===== config.mk =====
export PLATFORM = sky130hd
export DESIGN_NAME = scalar_aggregate_unit
export DESIGN_NICKNAME = d
export VERILOG_FILES = /design/src/hdl/sau_pkg.sv /design/src/hdl/sau_accum.sv /design/src/hdl/sau_divider.sv /design/src/hdl/scalar_aggregate_unit.sv
export SDC_FILE = /design/constraint.sdc
export NUM_CORES = 2
export LEC_CHECK = 0
export ABC_AREA = 1
export BUFFER_PORTS_ARGS = -buffer_cell sky130_fd_sc_hd__buf_2
export CORE_UTILIZATION = 25
export CTS_CLUSTER_SIZE = 8
export DETAILED_ROUTE_END_ITERATION = 8
export PLACE_DENSITY_LB_ADDON = 0.15
export RECOVER_POWER = 50
export SLEW_MARGIN = 10
export SYNTH_ARGS = -nofsm -noshare
export SYNTH_HDL_FRONTEND = slang
export SYNTH_SLANG_ARGS = --single-unit

===== constraint.sdc =====
create_clock -name i_clk -period 7 [get_ports i_clk]
set_input_delay 1.4 -clock i_clk [delete_from_list [all_inputs] [get_ports i_clk]]
set_output_delay 1.4 -clock i_clk [all_outputs]
set_load 0.01 [all_outputs]

===== src/hdl/sau_pkg.sv =====
`timescale 1ns / 1ps
// Package for the scalar aggregate unit: value width, mode and state encodings,
// the sign-extension and sentinel helpers. No dependencies.
package sau_pkg;

    localparam int VALUE_WIDTH = 64;
    // Width actually used, kept within 32..64
    localparam int VW = (VALUE_WIDTH < 32) ? 32 : ((VALUE_WIDTH > 64) ? 64 : VALUE_WIDTH);
    localparam logic [63:0] VMASK = (VW >= 64) ? {64{1'b1}} : ((64'd1 << VW) - 64'd1);

    typedef enum logic [2:0] {
        MODE_COUNT = 3'd0,
        MODE_SUM   = 3'd1,
        MODE_MIN   = 3'd2,
        MODE_MAX   = 3'd3,
        MODE_AVG   = 3'd4
    } t_agg_mode;

    // Register byte addresses (bit 2 selects the register)
    localparam logic [2:0] ADDR_MODE   = 3'd0;
    localparam logic [2:0] ADDR_NARROW = 3'd4;

    typedef enum logic [1:0] {
        S_ACC = 2'd0,
        S_FIN = 2'd1,
        S_DIV = 2'd2
    } t_top_state;

    typedef enum logic [2:0] {
        DV_IDLE  = 3'd0,
        DV_RUN   = 3'd1,
        DV_SIGN  = 3'd2,
        DV_DIFF  = 3'd3,
        DV_ROUND = 3'd4
    } t_div_state;

    typedef struct packed {
        logic clear;   // return to reset value for the given mode
        logic row;     // absorb one real row
    } t_acc_ctl;

    function automatic t_agg_mode to_mode(input logic [2:0] bits);
        t_agg_mode m;
        case (bits)
            MODE_COUNT: m = MODE_COUNT;
            MODE_SUM:   m = MODE_SUM;
            MODE_MIN:   m = MODE_MIN;
            MODE_MAX:   m = MODE_MAX;
            MODE_AVG:   m = MODE_AVG;
            default:    m = MODE_COUNT;
        endcase
        return m;
    endfunction

    // Sign-extend from 32 bits in narrow mode, else from VW bits
    function automatic logic [63:0] sext_w(input logic [63:0] x, input logic narrow);
        logic [63:0] y;
        for (int i = 0; i < 64; i++) begin
            if (narrow) begin
                y[i] = (i < 32) ? x[i] : x[31];
            end else begin
                y[i] = (i < VW) ? x[i] : x[VW-1];
            end
        end
        return y;
    endfunction

    function automatic logic [63:0] sentinel(input t_agg_mode m, input logic narrow);
        logic [63:0] maxv;
        logic [63:0] v;
        maxv = (narrow ? 64'h0000_0000_FFFF_FFFF : VMASK) >> 1;
        case (m)
            MODE_MIN: v = maxv;
            MODE_MAX: v = ~maxv;
            default:  v = '0;
        endcase
        return v;
    endfunction

endpackage


===== src/hdl/sau_accum.sv =====
`timescale 1ns / 1ps
// Running value and row count: one add or signed compare per real row.
// Depends on sau_pkg.
module sau_accum
    import sau_pkg::*;
(
    input  logic        i_clk,
    input  logic        i_rst_n,
    input  t_acc_ctl    i_ctl,
    input  t_agg_mode   i_mode,
    input  logic        i_narrow,
    input  logic [63:0] i_value,
    output logic [63:0] o_value,
    output logic [63:0] o_count
);

    logic [63:0] r_value, n_value;
    logic [63:0] r_count, n_count;
    logic [63:0] w_v;

    assign w_v = sext_w(i_value, i_narrow);

    always_comb begin
        n_value = r_value;
        n_count = r_count;
        if (i_ctl.clear) begin
            n_value = sentinel(i_mode, i_narrow);
            n_count = '0;
        end else if (i_ctl.row) begin
            n_count = r_count + 64'd1;
            case (i_mode)
                MODE_SUM, MODE_AVG: n_value = sext_w(r_value + w_v, i_narrow);
                MODE_MIN: if ($signed(w_v) < $signed(r_value)) n_value = w_v;
                MODE_MAX: if ($signed(r_value) < $signed(w_v)) n_value = w_v;
                default:  n_value = r_value;
            endcase
        end
    end

    always_ff @(posedge i_clk) begin
        if (!i_rst_n) begin
            r_value <= '0;
            r_count <= '0;
        end else begin
            r_value <= n_value;
            r_count <= n_count;
        end
    end

    assign o_value = r_value;
    assign o_count = r_count;

endmodule


===== src/hdl/sau_divider.sv =====
`timescale 1ns / 1ps
// Signed rounding divider: restoring, one quotient bit per cycle through one
// trial subtractor, then sign fix and round-up step. Depends on sau_pkg.
module sau_divider
    import sau_pkg::*;
(
    input  logic        i_clk,
    input  logic        i_rst_n,
    input  logic        i_start,
    input  logic [63:0] i_sum,
    input  logic [63:0] i_count,
    output logic        o_busy,
    output logic [63:0] o_quot
);

    t_div_state  r_state, n_state;
    logic [5:0]  r_step, n_step;
    logic [63:0] r_rem, n_rem;
    logic [63:0] r_quo, n_quo;
    logic [63:0] r_div, n_div;
    logic [63:0] r_cnt, n_cnt;
    logic        r_sn, n_sn;
    logic        r_cn, n_cn;
    logic [63:0] w_op_a, w_op_b, w_sub;
    logic [65:0] w_trial;

    // trial subtract for the restoring step
    assign w_trial = {1'b0, r_rem, r_quo[63]} - {2'b00, r_div};

    // subtractor for the rounding difference
    assign w_sub = w_op_a - w_op_b;

    always_comb begin
        n_state = r_state;
        n_step  = r_step;
        n_rem   = r_rem;
        n_quo   = r_quo;
        n_div   = r_div;
        n_cnt   = r_cnt;
        n_sn    = r_sn;
        n_cn    = r_cn;
        w_op_a  = '0;
        w_op_b  = '0;
        case (r_state)
            DV_IDLE: begin
                if (i_start) begin
                    n_sn    = i_sum[63];
                    n_cn    = i_count[63];
                    n_quo   = i_sum[63] ? (64'd0 - i_sum) : i_sum;
                    n_div   = i_count[63] ? (64'd0 - i_count) : i_count;
                    n_cnt   = i_count;
                    n_rem   = '0;
                    n_step  = '0;
                    n_state = DV_RUN;
                end
            end
            DV_RUN: begin
                if (!w_trial[65]) begin
                    n_rem = w_trial[63:0];
                    n_quo = {r_quo[62:0], 1'b1};
                end else begin
                    n_rem = {r_rem[62:0], r_quo[63]};
                    n_quo = {r_quo[62:0], 1'b0};
                end
                n_step = r_step + 6'd1;
                if (r_step == 6'd63) n_state = DV_SIGN;
            end
            DV_SIGN: begin
                if (r_sn ^ r_cn) n_quo = 64'd0 - r_quo;
                if (r_sn) n_rem = 64'd0 - r_rem;
                n_state = DV_DIFF;
            end
            DV_DIFF: begin
                // r_div takes count minus remainder for the rounding compare
                w_op_a  = r_cnt;
                w_op_b  = r_rem;
                n_div   = w_sub;
                n_state = DV_ROUND;
            end
            DV_ROUND: begin
                if (!($signed(r_rem) < $signed(r_div))) n_quo = r_quo + 64'd1;
                n_state = DV_IDLE;
            end
            default: n_state = DV_IDLE;
        endcase
    end

    always_ff @(posedge i_clk) begin
        if (!i_rst_n) begin
            r_state <= DV_IDLE;
            r_step  <= '0;
        end else begin
            r_state <= n_state;
            r_step  <= n_step;
        end
    end

    always_ff @(posedge i_clk) begin
        r_rem <= n_rem;
        r_quo <= n_quo;
        r_div <= n_div;
        r_cnt <= n_cnt;
        r_sn  <= n_sn;
        r_cn  <= n_cn;
    end

    assign o_busy = (r_state != DV_IDLE);
    assign o_quot = r_quo;

endmodule


===== src/hdl/scalar_aggregate_unit.sv =====
`timescale 1ns / 1ps
// Rows are taken one per cycle while accumulating; the last row of a run passes a finish state
// (held there while the previous result still waits), after which count, sum, min and max
// sit in the output register. A non-empty average runs the divider: a start step, the quotient
// bits, then sign fix and rounding steps. Input is held off meanwhile.
// Synchronous active-low reset: mode count, wide values, state cleared, no result.
// Depends on sau_pkg, sau_accum, sau_divider.
module scalar_aggregate_unit
    import sau_pkg::*;
(
    input  logic        i_clk,
    input  logic        i_rst_n,
    // row stream
    input  logic        i_s_axis_tvalid,
    output logic        o_s_axis_tready,
    input  logic [63:0] i_s_axis_tdata,   // [63:0] value
    input  logic        i_s_axis_tuser,   // [0] dummy
    input  logic        i_s_axis_tlast,   // last_row
    // result stream
    output logic        o_m_axis_tvalid,
    input  logic        i_m_axis_tready,
    output logic [63:0] o_m_axis_tdata,   // [63:0] aggregate
    output logic        o_m_axis_tuser,   // [0] empty_average
    // register port
    input  logic        psel,
    input  logic        penable,
    input  logic        pwrite,
    input  logic [2:0]  paddr,
    input  logic [31:0] pwdata,
    output logic [31:0] prdata,
    output logic        pready
);

    t_top_state  r_state, n_state;
    logic [2:0]  r_mode, n_mode;
    logic        r_narrow, n_narrow;
    logic        r_out_valid, n_out_valid;
    logic [63:0] r_out_data, n_out_data;
    logic        r_out_empty, n_out_empty;
    logic        w_cfg_wr;
    logic        w_in_acc;
    logic        w_out_free;
    logic        w_div_start;
    logic        w_div_busy;
    logic [63:0] w_quot;
    logic [63:0] w_acc_value;
    logic [63:0] w_acc_count;
    t_acc_ctl    w_acc_ctl;
    t_agg_mode   w_mode;

    assign pready   = 1'b1;
    assign w_cfg_wr = psel && penable && pwrite;
    assign prdata   = paddr[2] ? {31'd0, r_narrow} : {29'd0, r_mode};

    always_comb begin
        n_mode   = r_mode;
        n_narrow = r_narrow;
        if (w_cfg_wr) begin
            if (paddr[2] == ADDR_NARROW[2]) n_narrow = pwdata[0];
            else                            n_mode   = pwdata[2:0];
        end
    end

    assign w_mode          = to_mode(r_mode);
    assign o_s_axis_tready = (r_state == S_ACC);
    assign w_in_acc        = i_s_axis_tvalid && o_s_axis_tready;
    assign w_out_free      = !r_out_valid || i_m_axis_tready;

    always_comb begin
        n_state         = r_state;
        w_acc_ctl.clear = w_cfg_wr;
        w_acc_ctl.row   = 1'b0;
        w_div_start     = 1'b0;
        n_out_valid     = r_out_valid && !i_m_axis_tready;
        n_out_data      = r_out_data;
        n_out_empty     = r_out_empty;
        case (r_state)
            S_ACC: begin
                if (w_in_acc) begin
                    w_acc_ctl.row = !i_s_axis_tuser;
                    if (i_s_axis_tlast) n_state = S_FIN;
                end
            end
            S_FIN: begin
                if (w_mode == MODE_AVG && w_acc_count != 64'd0) begin
                    // divider captures sum and count at this edge
                    w_div_start     = 1'b1;
                    w_acc_ctl.clear = 1'b1;
                    n_state         = S_DIV;
                end else if (w_out_free) begin
                    n_out_valid     = 1'b1;
                    n_out_data      = (w_mode == MODE_COUNT) ? w_acc_count :
                                      (w_mode == MODE_AVG)   ? 64'd0 : w_acc_value;
                    n_out_empty     = (w_mode == MODE_AVG);
                    w_acc_ctl.clear = 1'b1;
                    n_state         = S_ACC;
                end
            end
            S_DIV: begin
                if (!w_div_busy && w_out_free) begin
                    n_out_valid = 1'b1;
                    n_out_data  = sext_w(w_quot, r_narrow);
                    n_out_empty = 1'b0;
                    n_state     = S_ACC;
                end
            end
            default: n_state = S_ACC;
        endcase
    end

    always_ff @(posedge i_clk) begin
        if (!i_rst_n) begin
            r_state     <= S_ACC;
            r_mode      <= MODE_COUNT;
            r_narrow    <= 1'b0;
            r_out_valid <= 1'b0;
        end else begin
            r_state     <= n_state;
            r_mode      <= n_mode;
            r_narrow    <= n_narrow;
            r_out_valid <= n_out_valid;
        end
    end

    always_ff @(posedge i_clk) begin
        r_out_data  <= n_out_data;
        r_out_empty <= n_out_empty;
    end

    sau_accum u_accum (
        .i_clk    (i_clk),
        .i_rst_n  (i_rst_n),
        .i_ctl    (w_acc_ctl),
        .i_mode   (to_mode(n_mode)),
        .i_narrow (n_narrow),
        .i_value  (i_s_axis_tdata),
        .o_value  (w_acc_value),
        .o_count  (w_acc_count)
    );

    sau_divider u_divider (
        .i_clk   (i_clk),
        .i_rst_n (i_rst_n),
        .i_start (w_div_start),
        .i_sum   (w_acc_value),
        .i_count (w_acc_count),
        .o_busy  (w_div_busy),
        .o_quot  (w_quot)
    );

    assign o_m_axis_tvalid = r_out_valid;
    assign o_m_axis_tdata  = r_out_data;
    assign o_m_axis_tuser  = r_out_empty;

endmodule

# ---- Word level (Yosys, flattened, before mapping)
# Cells that the tools add are included.
dict set report totals {
  output_inout_bits 100
  latchBits 0
  ff_bits 467
  n_memories 0
  wordCells 256
  romBits 0
  ramBits 0
}
dict set report classes {
  div 0
  bitwise 3
  magnitude_cmp 3
  n_mul 0
  muxes 157
  reduce_logical 34
  n_eq_ne 33
  add_sub_neg 10
  shift 0
}
# op count
set ops {}
lappend ops {{$mux W64} 21}
lappend ops {{$pmux W64 S2} 3}
lappend ops {{$pmux W64 S3} 2}
lappend ops {{$pmux W64 S4} 1}
lappend ops {{$sub A1 B64 Y64 const A} 4}
lappend ops {{$lt A64 B64 Y1} 3}
lappend ops {{$add A64 B1 Y64 const B} 2}
lappend ops {{$mux W1} 112}
lappend ops {{$sub A65 B64 Y66} 1}
lappend ops {{$add A64 B64 Y64} 1}
lappend ops {{$not A63 Y64} 1}
lappend ops {{$reduce_bool A64 Y1} 1}
lappend ops {{$sub A64 B64 Y64} 1}
lappend ops {{$pmux W3 S4} 3}
lappend ops {{$eq A3 B2 Y1 const B} 8}
lappend ops {{$reduce_and A4 Y1} 4}
lappend ops {{$eq A3 B3 Y1 const B} 5}
lappend ops {{$mux W3} 5}
lappend ops {{$eq A3 B1 Y1 const B} 4}
lappend ops {{$ne A2 B1 Y1 const B} 6}
lappend ops {{$pmux W6 S2} 1}
lappend ops {{$mux W2} 5}
lappend ops {{$ne A2 B2 Y1 const B} 4}
lappend ops {{$reduce_and A2 Y1} 4}
lappend ops {{21 further kinds} 38}

# ---- Depth between registers and ports, before layout
dict set report logic_depth {
  word_depth 10
  ltp_mapped 29
  ltp_nobuf 26
}

# ---- Modules after synthesis
# Synthesis repeated with hierarchy kept, for this count alone.
dict set report unflattened {
  cells_unflattened 8961
  hier_area_um2 53243.6
}
# mod area_per_inst_um2 n_inst cells_per_inst seq_area_each_um2
set by_module_without_submodules {}
lappend by_module_without_submodules {sau_divider 34096.5 1 5799 7897.6}
lappend by_module_without_submodules {sau_accum 14769.2 1 2635 2562.5}
lappend by_module_without_submodules {scalar_aggregate_unit 4377.9 1 527 2092.0}

# ---- Worst setup path before layout
# OpenSTA, ideal clock, no wires.
dict set report synth_timing {
  kind {register to register}
  start {reg u_accum.r_count[0] (netlist: u_accum.o_count[0])}
  end {reg u_divider.r_rem[0] (enable)}
  path_stages_with_launch 14
  required_ns 6.493
  setup_ns 0.507
  arrival_ns 4.624
  path_buffers 0
  path_slack_ns 1.869
  path_cell_list {dfxtp_1 inv_1 ha_1 inv_1 nor3_4 nand2_2 nor3_4 nand4_1 o21ai_2 nor2_1 inv_1 nand2_1 o21ai_0 a21oi_1}
}
dict set report synth_between {
  elab_chain_cells 6
}
# element line
set synth_rtl {}
lappend synth_rtl {{start, declared} sau_accum.sv:18} ;# logic [63:0] r_count, n_count;
lappend synth_rtl {{start signal, assigned} sau_accum.sv:46} ;# r_count <= n_count;
lappend synth_rtl {{$reduce_bool A64 Y1} scalar_aggregate_unit.sv:85} ;# if (w_mode == MODE_AVG && w_acc_count != 64'd0) begin
lappend synth_rtl {{$logic_and A1 B1 Y1} scalar_aggregate_unit.sv:85}
lappend synth_rtl {{$mux W1} scalar_aggregate_unit.sv:85}
lappend synth_rtl {{$mux W1} scalar_aggregate_unit.sv:77} ;# case (r_state)
lappend synth_rtl {{$ne A2 B1 Y1 (no line)} -}
lappend synth_rtl {{$reduce_and A3 Y1 (no line)} -}
lappend synth_rtl {{end signal, assigned} sau_divider.sv:99} ;# r_rem <= n_rem;
lappend synth_rtl {{end, declared} sau_divider.sv:18} ;# logic [63:0] r_rem, n_rem;
# Every way passes these cells.
# A chain may end at the register's enable or synchronous reset.

# ---- Worst setup path in the final report
dict set report layout_timing {
  start {reg u_divider.r_state[2]}
  end {reg u_divider.r_quo[11] (netlist: u_divider.o_quot[11]), data pin}
}
dict set report layout_between {
  elab_chain_cells 2
}
# element line
set layout_rtl {}
lappend layout_rtl {{start, declared} sau_divider.sv:16} ;# t_div_state r_state, n_state;
lappend layout_rtl {{start signal, assigned} sau_divider.sv:93} ;# r_state <= n_state;
lappend layout_rtl {{$eq A3 B3 Y1 (tied with other cells)} sau_divider.sv:44} ;# case (r_state)
lappend layout_rtl {{$pmux W64 S4 (*)} sau_divider.sv:44}
lappend layout_rtl {{via u_divider.n_quo[11]} sau_divider.sv:19} ;# logic [63:0] r_quo, n_quo;
lappend layout_rtl {{end signal, assigned} sau_divider.sv:100} ;# r_quo <= n_quo;
lappend layout_rtl {{end, declared} sau_divider.sv:19}
# The timed path passes the listed nets; every way through them passes the cells marked *.

==> run metrics <==
Cell variety after synth=~70; Crit. path cell count=9; largest net degree at the start of global routing=110; max_slew headroom=-113%; register area share after synthesis=roughly a quarter; Mapped Area=50200 µm²; routed via count=approximately 54000; endpoint class of the critical path=register; global-route wire length before repair=344000 µm; core footprint=200000 µm²; Die Area=203000 µm²; CP Launch Type=register; r2r worst-path depth=9; FFs w/ async S/R, synth=0%; CP delay by family, top=buffers and inverters; f_max=172 MHz; # nets final=8608; CP Cell Sequence=nor2_1 -> inv_1 -> nor2_4 -> clkbuf_1 -> clkbuf_1 -> o21ai_0 -> a21oi_1 -> a2111oi_0 -> a31oi_1; hpwl dp=194000 µm; PostCTS Resize Cnt=0; Main synth FF type=edfxtp_1; GR Util met2=39.3%; EDFF count, synth=322; met1 Usage GRT=approximately 29%; RSZ-0062 raised after global routing=false; Max Buffers Root-to-Sink=3; Root Driver=clkbuf_16; io pins=~210; Worst Hold Depth=2; IO buf count=approximately 150; Slew Limit Fails=between 300 and 400; hold crit path type=reg -> reg; clock sinks=between 400 and 500; met3 GRT Util=under 10%; total negative slack=0 ns; htree depth=3; initial antenna violation count=2; vias per inst=4.92; vias in the first global route=52714; final hold violation count=0; fin crit period=5.80 ns; total track usage=a little under a quarter; area occupied by multi-input gates=31600 µm²; failing checks=design-rule violations, max-capacitance violations, max-slew violations; antenna viol nets, final=0; Synth Instances=roughly 8200; die width=around 450 µm; Synth Register Bits=466; Max IR drop VDD=0.000145 V; CP peak stage delay=2.15 ns; period utilisation layout=82.9%; Storage cell area=~13000 µm²; number of hold buffers added after cts=0; grt ovf=0; Worst Path Max Fanout=42; Worst EP arrival=6.38 ns; Post-CTS Setup Inserts=0; CP required=7.58 ns; Antenna diodes=0; Syn. warnings=0; initial core utilization=25.2%; Die Ht=450 µm; hold slack=0.469 ns; final setup fails=0; CP dominant cell by count=clkbuf_1; total CTS buffers=72; row count=164; synth-to-layout area growth=10.6%; CTS tree=built; fill count=22865; Routed WL per cell=21.7 µm; max-cap violation count=7; Setup Skew=0.0521 ns; layout cells sized above 1=3.68%; commonest non-fill, non-tap cell in the layout=nand2_1; outcome=finished, violations left; Post-route DRC=1; WL final=236000 µm; Top Usage Layer GRT=met2; Crit path buffers/inverters=3; CP Class=reg -> reg; most frequent cells in the layout=nand2_1, inv_1, nor2_1, a21oi_1, o21ai_0; Avg Cell Area, Syn=6.16 µm²; Detailed Routing Iterations Pass 1=8; CP max-delay cell=clkbuf_1; power consumption=14.5 mW; latest clock arrival within the worst-skew pair=0.73 ns; leakage power total=~26 nW; drt initial violations=4195; pwr dens=260 nW/µm²; Slew @ Worst Pin=roughly 3.2 ns; Routability Congestion=0.933; clock slew at reported path FFs=0.06 ns
layout make-up:
type | count | share of cell area (%)
inverter | 1279 | 8.65
tap | 2656 | 5.98
multi-input combinational | 6153 | 56.9
clock inverter | 12 | 0.288
sequential | 466 | 22.6
clock buffer | 116 | 3.63
timing repair buffer | 198 | 1.91
sequential cells by signal (all words and copies together), names as in the netlist, 2 cells and up:
name,flops
o_m_axis_tdata,64
r_mode,3
r_state,2
u_accum.o_count,64
u_accum.o_value,64
u_divider.o_quot,64
u_divider.r_cnt,64
u_divider.r_div,64
u_divider.r_rem,64
u_divider.r_state,3
u_divider.r_step,6
worst reg2reg max path: cells and delay by family (launching register included):
family | cells | cell delay [ns]
buffers and inverters | 3 | 4.27
AOI/OAI and AO/OA | 4 | 0.83
DFF | 1 | 0.35
and+or+nand+nor | 2 | 0.23
metal layers:
metal / vias up / share of wire (%)
met4: 2 / 4.5
met2: 1346 / 48
met1: 24907 / 44
met5: - / 0.0072
met3: 337 / 3.4
li1: 26908 / -
cell families after synthesis:
logic type / Yosys count / share of synthesized area (%)
adders and majority gates: 330 / 8.26
DFF: 466 / 25.0
muxes: 1 / 0.0199
xor gates and xnor gates: 183 / 3.19
and+or+nand+nor: 4084 / 34.2
AOI/OAI and AO/OA: 1525 / 17.0
buffers and inverters: 1565 / 12.3
other: 2 / 0.0150
per-stage QoR:
step	utilization [%]	std cells	instance area [µm²]	setup slack, ns
global route	27.8	10880	55600	0.850
floorplan	-	8184	50300	1.87
global placement	26.8	10752	53500	1.28
finish	27.8	10880	55600	1.20
detailed placement	26.8	10752	53500	1.27
CTS	27.9	10880	55700	1.95
worst paths after layout:
kind / start / end / slack, ns
hold reg to reg: u_divider.r_step[3]$_SDFFE_PN0P_ / u_divider.r_step[3]$_SDFFE_PN0P_ / 0.47
setup / recovery: u_divider.r_state[2]$_SDFFE_PN0P_ / u_divider.o_quot[11]$_DFFE_PP_ / 1.20
setup reg to reg: u_divider.r_state[2]$_SDFFE_PN0P_ / u_divider.o_quot[11]$_DFFE_PP_ / 1.20
hold / removal: u_divider.r_step[3]$_SDFFE_PN0P_ / u_divider.r_step[3]$_SDFFE_PN0P_ / 0.47
Yosys cell counts (10+ instances only):
cell type	count	area, µm²
nor4_1	73	457
clkinv_1	11	41.3
nor2_1	1097	4120
nor3_2	12	120
o21bai_1	33	248
buf_4	38	285
xnor2_1	39	342
a221oi_1	34	298
o2111ai_1	40	350
inv_1	1259	4730
ha_1	327	4090
o21ai_0	586	2930
a21oi_1	606	3030
a32oi_1	33	289
o21a_1	19	143
buf_6	15	169
dfxtp_1	144	2880
o21ai_1	27	135
nand4_1	129	807
nand2_1	1932	7250
clkbuf_1	159	597
nand3b_1	10	75.1
o22ai_1	11	68.8
a21o_1	26	195
nor3_1	236	1180
nand3_1	509	2550
a31oi_1	29	181
or2_2	19	119
edfxtp_1	322	9670
o211ai_1	28	210
and2_1	10	62.6
nor2_2	21	131
xor2_1	144	1260
buf_1	22	82.6
buf_2	50	250
power by group:
| part | total [mW] | switching (mW) | internal [mW] |
|---|---|---|---|
| clock | 3.49 | 1.50 | 1.99 |
| combinational | 6.88 | 4.87 | 2.01 |
| sequential | 4.10 | 0.561 | 3.53 |
| total | 14.5 | 6.93 | 7.53 |
No activity file was read; power rests on OpenSTA's default activity.
